==> src/hdl/sjv_pkg.sv <==
// Shared constants and types for the Shift-JIS string validator.
// Used by the top level and by its port checker; depends on nothing.
package sjv_pkg;

  // Width of the byte position counter
  localparam int POSITION_BITS = 16;
  // Width of the length limit register
  localparam int LEN_BITS = 16;
  // Width at which position and limit are compared
  localparam int CMP_BITS = (POSITION_BITS > LEN_BITS) ? POSITION_BITS : LEN_BITS;

  typedef logic [POSITION_BITS-1:0] position_t;
  typedef logic [LEN_BITS-1:0]      length_t;
  typedef logic [CMP_BITS-1:0]      cmp_t;
  typedef logic [7:0]               byte_t;

  // Verdict codes
  typedef logic [1:0] verdict_t;
  localparam verdict_t V_PENDING = 2'd0;
  localparam verdict_t V_VALID   = 2'd1;
  localparam verdict_t V_INVALID = 2'd2;
  localparam verdict_t V_IGNORED = 2'd3;

  // Byte class ranges
  localparam byte_t LEAD_LO1   = 8'h81;
  localparam byte_t LEAD_HI1   = 8'h9F;
  localparam byte_t LEAD_LO2   = 8'hE0;
  localparam byte_t LEAD_HI2   = 8'hFC;
  localparam byte_t TRAIL_LO1  = 8'h40;
  localparam byte_t TRAIL_HI1  = 8'h7E;
  localparam byte_t TRAIL_LO2  = 8'h80;
  localparam byte_t TRAIL_HI2  = 8'hFC;
  localparam byte_t SINGLE_LO1 = 8'h09;
  localparam byte_t SINGLE_HI1 = 8'h0D;
  localparam byte_t SINGLE_LO2 = 8'h20;
  localparam byte_t SINGLE_HI2 = 8'h7E;

  function automatic logic is_lead(input byte_t b);
    return (b >= LEAD_LO1 && b <= LEAD_HI1) || (b >= LEAD_LO2 && b <= LEAD_HI2);
  endfunction

  function automatic logic is_trail(input byte_t b);
    return (b >= TRAIL_LO1 && b <= TRAIL_HI1) || (b >= TRAIL_LO2 && b <= TRAIL_HI2);
  endfunction

  function automatic logic is_single(input byte_t b);
    return (b >= SINGLE_LO1 && b <= SINGLE_HI1) || (b >= SINGLE_LO2 && b <= SINGLE_HI2);
  endfunction

endpackage

==> src/hdl/shift_jis_string_validator.sv <==
// Shift-JIS string validator: one verdict per input byte.
// Depends on sjv_pkg for constants, byte classes and verdict codes.
//
//   channel  direction  handshake              payload
//   in       to block   in_valid / in_stall    first, data_byte
//   out      from block out_valid / out_stall  verdict
//   cfg      to block   cfg_wen                cfg_wdata (max_length)
//
// One byte is accepted per cycle while in_stall is low; its verdict is registered.
// The verdict comes from range compares and a saturating add on the
// position counter between the state registers and the result register.
// A skid register holds one extra verdict while out is stalled; in_stall
// rises only when both are full. Synchronous reset clears phase, position,
// the limit and both valid flags.
module shift_jis_string_validator (
  input  logic                    clk,
  input  logic                    rst,
  input  logic                    in_valid,
  output logic                    in_stall,
  input  logic                    first,
  input  logic [7:0]              data_byte,
  output logic                    out_valid,
  input  logic                    out_stall,
  output logic [1:0]              verdict,
  input  logic                    cfg_wen,
  input  logic [sjv_pkg::LEN_BITS-1:0] cfg_wdata
);

  typedef enum logic [1:0] {
    PH_LEAD  = 2'd0,
    PH_TRAIL = 2'd1,
    PH_DONE  = 2'd2
  } phase_t;

  phase_t              phase;
  phase_t              phase_next;
  sjv_pkg::position_t  position;
  sjv_pkg::position_t  position_next;
  sjv_pkg::length_t    max_length;
  sjv_pkg::verdict_t   verdict_next;
  sjv_pkg::verdict_t   skid_verdict;
  logic                skid_valid;

  phase_t                     cur_phase;
  sjv_pkg::position_t         cur_pos;
  logic [sjv_pkg::POSITION_BITS:0] pos_sum;
  logic [1:0]                 pos_inc;
  logic                       limit_hit;
  logic                       in_acc;
  logic                       out_take;

  assign in_acc   = in_valid & ~in_stall;
  assign out_take = out_valid & ~out_stall;
  assign in_stall = skid_valid;

  // Restart the check on a start mark
  assign cur_phase = first ? PH_LEAD : phase;
  assign cur_pos   = first ? '0 : position;
  assign limit_hit = (max_length != '0) &&
                     (sjv_pkg::cmp_t'(cur_pos) >= sjv_pkg::cmp_t'(max_length));

  // Classify the byte against the current phase
  always_comb begin
    phase_next   = cur_phase;
    verdict_next = sjv_pkg::V_PENDING;
    pos_inc      = 2'd0;
    unique case (cur_phase)
      PH_LEAD: begin
        if (data_byte == 8'h00) begin
          verdict_next = sjv_pkg::V_VALID;
          phase_next   = PH_DONE;
        end else if (limit_hit) begin
          verdict_next = sjv_pkg::V_INVALID;
          phase_next   = PH_DONE;
        end else if (sjv_pkg::is_lead(data_byte)) begin
          phase_next   = PH_TRAIL;
        end else if (sjv_pkg::is_single(data_byte)) begin
          pos_inc      = 2'd1;
        end else begin
          verdict_next = sjv_pkg::V_INVALID;
          phase_next   = PH_DONE;
        end
      end
      PH_TRAIL: begin
        if (sjv_pkg::is_trail(data_byte)) begin
          pos_inc    = 2'd2;
          phase_next = PH_LEAD;
        end else begin
          verdict_next = sjv_pkg::V_INVALID;
          phase_next   = PH_DONE;
        end
      end
      default: begin
        verdict_next = sjv_pkg::V_IGNORED;
      end
    endcase
  end

  // Advance the position, holding at all ones
  assign pos_sum = {1'b0, cur_pos} + (sjv_pkg::POSITION_BITS+1)'(pos_inc);
  assign position_next = pos_sum[sjv_pkg::POSITION_BITS] ? '1
                                                         : pos_sum[sjv_pkg::POSITION_BITS-1:0];

  // Hold state, limit, result and skid registers
  always_ff @(posedge clk) begin
    if (rst) begin
      phase      <= PH_LEAD;
      position   <= '0;
      max_length <= '0;
      out_valid  <= 1'b0;
      skid_valid <= 1'b0;
    end else begin
      if (cfg_wen) begin
        max_length <= cfg_wdata;
      end
      if (in_acc) begin
        phase    <= phase_next;
        position <= position_next;
      end
      // Result register: refill from skid or from the new item
      if (out_take) begin
        if (skid_valid) begin
          verdict <= skid_verdict;
        end else if (in_acc) begin
          verdict <= verdict_next;
        end else begin
          out_valid <= 1'b0;
        end
      end else if (!out_valid && in_acc) begin
        verdict   <= verdict_next;
        out_valid <= 1'b1;
      end
      // Skid register: catch an item while the result is stalled
      if (in_acc && out_valid && !out_take) begin
        skid_verdict <= verdict_next;
        skid_valid   <= 1'b1;
      end else if (out_take) begin
        skid_valid <= 1'b0;
      end
    end
  end

endmodule

==> config.mk <==
export PLATFORM = sky130hd
export DESIGN_NAME = shift_jis_string_validator
export DESIGN_NICKNAME = d
export VERILOG_FILES = /design/src/hdl/sjv_pkg.sv /design/src/hdl/shift_jis_string_validator.sv
export SDC_FILE = /design/constraint.sdc
export NUM_CORES = 1
export LEC_CHECK = 0
export ABC_CLOCK_PERIOD_IN_PS = 5000
export BUFFER_PORTS_ARGS = -buffer_cell sky130_fd_sc_hd__buf_2
export CORE_AREA = 2 2 97 99
export CTS_BUF_LIST = sky130_fd_sc_hd__clkbuf_4 sky130_fd_sc_hd__clkbuf_8
export DETAILED_ROUTE_END_ITERATION = 8
export DIE_AREA = 0 0 99 101
export GPL_TIMING_DRIVEN = 0
export PLACE_DENSITY_LB_ADDON = 0.3
export SLEW_MARGIN = 15
export SYNTH_ARGS = -nofsm -noshare
export SYNTH_HDL_FRONTEND = slang
export SYNTH_SLANG_ARGS = --single-unit
==> constraint.sdc <==
create_clock -name clk -period 5 [get_ports clk]
set_input_delay 0.75 -clock clk [delete_from_list [all_inputs] [get_ports clk]]
set_output_delay 0.75 -clock clk [all_outputs]
set_load 0.02 [all_outputs]
=== Yosys cells after proc, flatten, opt, wreduce, memory -nomap -nowiden ===
Cells that the tools add are included.

* Order comparisons: 11
* Reductions and logical operators: 23
* Multiplexer cells: 30
* $add $sub $neg: 1
* Equal/unequal tests: 4
* Bitwise logic cells: 5

{| class="wikitable"
|+ Operators by type and width
! cell !! count
|-
| $mux W16 || 2
|-
| $mux W2 || 15
|-
| $ge A8 B8 Y1 const B || 3
|-
| $add A16 B2 Y17 || 1
|-
| $ge A16 B16 Y1 || 1
|-
| $le A8 B8 Y1 const B || 2
|-
| $reduce_bool A16 Y1 || 1
|-
| $pmux W2 S2 || 3
|-
| $logic_and A1 B1 Y1 || 10
|-
| $mux W1 || 10
|-
| $ge A8 B4 Y1 const B || 1
|-
| $ge A8 B6 Y1 const B || 1
|-
| $ge A8 B7 Y1 const B || 1
|-
| $le A8 B4 Y1 const B || 1
|-
| $le A8 B7 Y1 const B || 1
|-
| $logic_not A8 Y1 || 1
|-
| $reduce_and A3 Y1 || 2
|-
| $ne A2 B2 Y1 const B || 2
|-
| $reduce_bool A2 Y1 || 2
|-
| $logic_or A1 B1 Y1 || 3
|-
| $ne A3 B3 Y1 const B || 1
|-
| $not A1 Y1 || 3
|-
| $and A1 B1 Y1 || 2
|-
| $eq A2 B1 Y1 const B || 1
|-
| other kinds (3) || 4
|}

* Register bits: 40
* Logic and storage cells: 81
* Input port bits: 30

=== Logic depth before layout (Yosys ltp) ===
Gate-level depths: netlist (run 1).

* Word-level depth: 11
* Depth in mapped cells: 17
* Depth with buffers taken out: 16

=== Worst setup path after synthesis (run 1) ===
OpenSTA, ideal clock, no wires.

* Path type: in2reg
* Start point: input first
* End point: register position[12]
* Stages: 17
* Setup slack: 0.658 ns
* Data arrival time: 4.263 ns
* Path through: clkbuf_1 clkbuf_1 nand2b_1 ha_1 nand2b_1 a2111oi_0 o32ai_1 o31a_1 nor4_1 ha_1 fa_1 nand4b_4 nor4_4 nand2_2 nor3_4 nor2_4 a211oi_2

* Longest elaborated chain between the ends: 8

{| class="wikitable"
|+ Ends and longest elaborated chain
! element !! line !! text
|-
| from (decl) || shift_jis_string_validator.sv:20 || <nowiki>input logic first,</nowiki>
|-
| $mux W16 || shift_jis_string_validator.sv:58 || <nowiki>assign cur_pos = first ? '0 : position;</nowiki>
|-
| $ge A16 B16 Y1 || shift_jis_string_validator.sv:60 || <nowiki>(sjv_pkg::cmp_t'(cur_pos) >= sjv_pkg::cmp_t'(max_length));</nowiki>
|-
| $logic_and A1 B1 Y1 || shift_jis_string_validator.sv:59 || <nowiki>assign limit_hit = (max_length != '0) &&</nowiki>
|-
| $mux W1 || shift_jis_string_validator.sv:72 || <nowiki>end else if (limit_hit) begin</nowiki>
|-
| $mux W1 || shift_jis_string_validator.sv:69 || <nowiki>if (data_byte == 8'h00) begin</nowiki>
|-
| $pmux W2 S2 || shift_jis_string_validator.sv:67 || <nowiki>unique case (cur_phase)</nowiki>
|-
| $add A16 B2 Y17 * || shift_jis_string_validator.sv:100 || <nowiki>assign pos_sum = {1'b0, cur_pos} + (sjv_pkg::POSITION_BITS+1)'(pos_inc);</nowiki>
|-
| $mux W16 * || shift_jis_string_validator.sv:101 || <nowiki>assign position_next = pos_sum[sjv_pkg::POSITION_BITS] ? '1</nowiki>
|-
| to (signal assigned) || shift_jis_string_validator.sv:118 || <nowiki>position <= position_next;</nowiki>
|-
| to (decl) || shift_jis_string_validator.sv:37 || <nowiki>sjv_pkg::position_t position;</nowiki>
|}

Every way passes the cells marked *; elsewhere a longest branch is shown, timed or not.
A chain may end at the register's enable or synchronous reset.

=== Worst setup path in the final report (run 1) ===
Ends and elaborated chain as after synthesis.

==> results of run 1 <==
==> power by group through the flow <==
| stage | Clock, W | Combinational, W | Sequential [W] |
|---|---|---|---|
| after global routing | 0.000233 | 0.000127 | 0.000349 |
| after CTS | 0.000219 | 0.000113 | 0.000347 |
| final | 0.000213 | 0.000111 | 0.000347 |
| after global placement | 0 | 0.000110 | 0.000354 |
| after detailed placement | 0 | 0.000112 | 0.000354 |
| after floorplan | 0 | 0.0000719 | 0.000354 |
==> cell usage in the layout, fill, tap and decap left out, types with 3 or more instances in the layout <==
cell type  instances
o21ai_0           12
a211oi_2           4
clkbuf_1          10
and3_1             6
buf_4              4
nor2b_1           14
nand3_1            4
mux2i_1           16
a21oi_1           19
nor3_1            12
nand2_1           22
buf_2             32
inv_1             25
ha_1              18
o21a_1             3
nor4_1             5
a31oi_1            6
or3_1              3
clkbuf_8           5
nand4_1            8
edfxtp_1           4
dfxtp_1           36
nand2b_1           5
o2111ai_1          3
nor2_1            39
==> stage by stage <==
step	area, µm²	util (%)
global route	3040	33.9
global placement	2940	32.7
detailed placement	2940	32.7
floorplan	2640	-
finish	3040	33.9
CTS	3020	33.6
==> worst max-delay path by stage <==
| stage | slack (ps) | start | cells past startpoint | to |
|---|---|---|---|---|
| floorplan | 660 | first | 17 | position[12] |
| finish | 380 | first | 19 | position[12] |
| global placement | -440 | first | 18 | position[11] |
| CTS | 150 | first | 18 | position[12] |
| detailed placement | -440 | first | 18 | position[12] |
| global route | 10 | first | 19 | position[11] |
==> critical path: stages <==
cell	delay (ps)
buf_2	210
clkbuf_2	280
clkbuf_2	270
nand2b_1	160
ha_1	220
nand2b_1	140
a2111oi_1	410
o32ai_1	140
o31a_1	310
nor4_1	210
ha_1	230
fa_1	300
nand4b_4	170
nor4_4	280
nand2_2	120
nor3_4	220
buf_4	150
nor2_4	50
a211oi_2	210
==> synthesized netlist by cell type, types with 5 or more instances <==
library cell / instances
nor4_1: 5
clkbuf_1: 12
mux2i_1: 16
a21oi_1: 19
nand2b_1: 5
and3_1: 6
a31oi_1: 6
nand2_1: 22
ha_1: 18
nor2_1: 39
nor3_1: 12
inv_1: 25
nand4_1: 8
dfxtp_1: 36
nor2b_1: 14
o21ai_0: 12
==> state kept, by name, indices dropped and copies added, names as in the netlist <==
| register | flops |
|---|---|
| skid_verdict | 2 |
| phase | 2 |
| max_length | 16 |
| verdict | 2 |
| position | 16 |
| out_valid | 1 |
| in_stall | 1 |
==> metal layers <==
| layer | up-vias | part of all wire [%] |
|---|---|---|
| li1 | 1231 | - |
| met1 | 1103 | 47 |
| met2 | 49 | 46 |
| met3 | 10 | 4.6 |
| met4 | 0 | 1.8 |
| met5 | - | 0 |
==> cell type report <==
type                            count  area (µm²)  share of cell area, %
Timing Repair Buffer               34         178                   5.84
Clock inverter                      1        5.00                  0.164
Clock buffer                        6        76.3                   2.51
Inverter                           25        93.8                   3.08
Tap cell                          111         139                   4.56
Sequential cell                    40         841                   27.6
Multi-Input combinational cell    240        1650                   54.3
Buffer                             14        60.1                   1.97
==> what timing repair did <==
| action | CTS | global route |
|---|---|---|
| setup endpoints to repair | 11 | 11 |
| resized for setup | 2 | 1 |
| pin swaps | 0 | 1 |
| hold buffers | 0 | 0 |
| setup buffers | 0 | 3 |
==> cell families (layout without fill, tap and decap cells) <==
| family | after synthesis | count (layout) |
|---|---|---|
| mux | 18 | 18 |
| buf+inv | 39 | 80 |
| flops | 40 | 40 |
| fa+ha+maj | 19 | 19 |
| compound gates | 71 | 71 |
| simple gates | 132 | 132 |
==> out/qor.yml, run 1 <==
outcome: "finished clean"
grt_pass1_wl_um: 11100
busiest_layer: "met2"
post-route-worst-setup-slack_ps: 380
hold_end: "position[1]"
rsz0062_at_grt: "false"
synth_top_family_by_area: "simple AND/OR/NAND/NOR gates"
synth-compound-area-share_pct: 18.3
gr-usage-met1_pct: 17.6
numCtsBuffers: 5
grt.met3_usage_pct: 2.50
synth_edf_count: 4
cts_root_buf: "clkbuf_8"
drc: 0
synth_area_leaders: "dfxtp_1, ha_1, mux2i_1, nor2_1, edfxtp_1"
dpl_worst_slack_ps: -440
seq_area_frac_synth_pct: 31.8
rows: 35
routed_wl_um: 6500
fill_cells: 924
synth-seq-cells: 40
placed_cells: 461
synth_xor_area_share_pct: 0
drt_iter0_drc: 113
cap_violations: 0
rr_endpoint: "position[12]"
finClkSkew_ps: 3.33
rr_worst_depth: 15
setup_viol: 0
fin_cells: 471
yosys.area_share.simple_pct: 28.0
gp_congestion: 0.849
routedWlPerCell_um: 13.8
synth_top_cell_by_area: "dfxtp_1"
leakage_nw: 1.36
grt_pass1_vias: 2309
synth_top_area_share_pct: 27.3
p_comb_share_pct: 16.6
synthMuxAreaShare_pct: 6.91
drv_slew: 0
synthAdderAreaFrac_pct: 9.28
synth.distinct_cells: 54
firstDrtPassIters: 4
intPower_w: 0.000483
rrSetupSlack_ps: 1240
fin_nets: 409
antenna_found_initial: 0
drive_above_1_share_pct: 17.8
clock-sinks: 40
worstPathArrival_ps: 4840
htree_levels: 2
grt_start_max_net_pins: 12
p_per_area_mw_per_mm2: 220
r2r_start: "position[1]"
p_switching_w: 0.000187
syn_nets: 368
hold_viol: 0
grt_overflow_total: 0
switching_share_pct: 27.9
core_mm2: 0.00898
p_clk_share_pct: 31.7
synth_cells: 319
num_antenna_cells: 0
worstMarginPinSlew_ps: 568
syn_area_per_cell_um2: 8.28
min_path_cells: 2
slew_headroom_pct: 62.2
timing.hold.ws_ps: 498
viasPerCell: 5.08
use_met2_pct: 23.5
cp_max_fo: 10
hold_start: "position[1]"
hold_class: "reg2reg"
cts_buffer_depth: 2
synth-main-ff-cell: "dfxtp_1"
insertion_delay_ps: 290
async_flop_share_pct: 0
syn_area_mm2: 0.00264
finalSetupTns_ps: 0
worstSetupStartpointType: "primary input"
clock.fmax_mhz: 216
p_total_w: 0.000671
hpwlAfterDp_um: 5040
path_clk_slew_ps: 80
tritoncts: "yes"
ys_warn_count: 0
required_ps: 5220
critPathKind: "in2reg"
post-route-period-util_pct: 92.4
synthToLayoutAreaGrowth_pct: 15.2
seq_power_share_pct: 51.7
start_util_pct: 29.4
die_y_um: 101
fp.dieW_um: 99
track_usage_pct: 13.8
end_kind: "flip-flop"
ir_worst_vdd_mv: 0.0751
postRouteAntennaNets: 0
die_area_mm2: 0.0100
vias: 2393
port_buffers: 31
min_period_ps: 4620
top_level_ports: 34
No activity file was read; power rests on OpenSTA's default activity.
==> inputs of run 2 (changes only) <==
Settings changed: BUFFER_PORTS_ARGS -buffer_cell sky130_fd_sc_hd__buf_2 to not set, DONT_BUFFER_PORTS set to 1.
==> run 2 against run 1 <==
Net effect:
- total power decreased by 2.4%
- sequential share of layout area up 1.7 points
- utilization down 2.0 points
- global-route usage hardly changed
- critical path type unchanged
- combinational power fell by 17%
==> out/qor.yml, run 2 (synthesized netlist as in run 1, its figures left out) <==
hpwlAfterDp_um: 5040  # about the same
track_usage_pct: 13.8  # +0.015 points
htree_levels: 2  # unchanged
worstPathArrival_ps: 4780  # -60 ps
drc: 0  # unchanged
synthToLayoutAreaGrowth_pct: 8.43
tritoncts: "yes"
port_buffers: 0  # -100%
r2r_start: "position[1]"
layout_commonest_cell: "nor2_1"
fin_nets: 375  # -8.3%
timing.hold.ws_ps: 495  # -2.84 ps
numCtsBuffers: 5  # unchanged
required_ps: 5220  # about the same
critPathKind: "in2reg"
antenna_found_initial: 0  # unchanged
top_regs: "max_length (16), position (16)"
routed_wl_um: 6580  # +1.1%
ir_worst_vdd_mv: 0.0768  # +2.3%
postRouteAntennaNets: 0  # unchanged
firstDrtPassIters: 4  # unchanged
postCtsHoldBufs: 0  # unchanged
min_period_ps: 4550  # -65.3 ps
hold_start: "position[1]"
die_area_mm2: 0.0100  # unchanged
gp_congestion: 0.781  # -8.0%
setup_viol: 0  # unchanged
top_level_ports: 34  # unchanged
clock.fmax_mhz: 220  # +1.4%
routedWlPerCell_um: 15.1  # +9.0%
core_mm2: 0.00898  # unchanged
min_path_cells: 2  # unchanged
hold_class: "reg2reg"
cts_resized: 0  # -2
slew_headroom_pct: 60.6  # -1.5 points
post-route-period-util_pct: 91.1  # -1.3 points
vias: 2290  # -4.3%
path_clk_slew_ps: 80  # about the same
clock-sinks: 40  # unchanged
grt_start_max_net_pins: 12  # unchanged
place_area_mm2: 0.00278  # -5.3%
fin_area_mm2: 0.00287  # -5.9%
drt_iter0_drc: 89  # -21%
finClkSkew_ps: 6.12  # +2.79 ps
cts_root_buf: "clkbuf_8"
outcome: "finished clean"
drv_slew: 0  # unchanged
cap_violations: 0  # unchanged
worstSetupStartpointType: "primary input"
viasPerCell: 5.24  # +3.1%
fp.dieW_um: 99  # unchanged
cp_max_fo: 10  # unchanged
rows: 35  # unchanged
start_util_pct: 29.4  # unchanged
critPathLaunch: "first"
mostFrequentLayoutCells: "nor2_1, dfxtp_1, inv_1"
cts_buffer_depth: 2  # unchanged
p_per_area_mw_per_mm2: 228  # +3.7%
grt_pass1_wl_um: 11100  # +0.37%
num_antenna_cells: 0  # unchanged
hold_viol: 0  # unchanged
rsz0062_at_grt: "false"
leakage_nw: 1.22  # -10%
drive_above_1_share_pct: 9.20  # -8.6 points
fin_util_pct: 31.9  # -2.0 points
end_kind: "flip-flop"
rr_worst_depth: 14  # -1
grt_overflow_total: 0  # unchanged
post_cts_buffers: 0  # unchanged
die_y_um: 101  # unchanged
grt_pass1_vias: 2231  # -3.4%
insertion_delay_ps: 290  # about the same
fill_cells: 964  # +4.3%
worstMarginPinSlew_ps: 590  # +22.9 ps
==> run 2: per-stage QoR <==
| step | total power (W) | instances | setup WS (ps) | TNS [ps] |
|---|---|---|---|---|
| floorplan | 0.000426 | 319 | 658 | 0 |
| global placement | 0.000448 | 430 | -184 | -1340 |
| detailed placement | 0.000450 | 430 | -241 | -2340 |
| CTS | 0.000664 | 437 | 62.9 | 0 |
| global route | 0.000693 | 437 | 41.3 | 0 |
| finish | 0.000654 | 437 | 445 | 0 |
==> run 2: cell type report <==
type                            count  area [µm²]  share of cell area [%]
Buffer                             14        60.1                    2.10
Multi-Input combinational cell    240        1650                    57.6
Sequential cell                    40         841                    29.3
Tap cell                          111         139                    4.85
Inverter                           25        93.8                    3.28
Clock buffer                        6        76.3                    2.66
Clock inverter                      1        5.00                   0.175
==> run 2: report_power, final <==
| group | internal, W | leakage (nW) | switching, W |
|---|---|---|---|
| clock network | 0.000100 | 0.0445 | 0.000112 |
| logic | 0.0000371 | 0.841 | 0.0000550 |
| registers | 0.000337 | 0.331 | 0.0000128 |
==> run 2: routing by layer <==
metal  vias up  wire (µm)  global-route usage (%)
li1       1159          -                       -
met2        49       3030                    22.8
met1      1073       3160                    17.9
met4         0        100                    4.74
met5         -          0                       0
met3         9        296                    2.91
==> run 2: critical path, cell delays in order <==
cell and delay (ps):
clkbuf_2 170, clkbuf_2 230, nand2b_1 200, ha_1 260, nand2b_1 140, a2111oi_0 470, o32ai_1 150, o31a_1 310
nor4_1 230, ha_1 250, fa_1 300, nand4b_4 180, nor4_4 280, nand2_2 120, nor3_4 390, nand2_1 160
a21oi_1 180
==> run 2: path summary, 6_finish.rpt <==
path | to | slack [ps]
worst max-delay path | position[11] | 450
worst min-delay path | position[1] | 500
worst max register to register | position[11] | 1020
worst min register to register | position[1] | 500
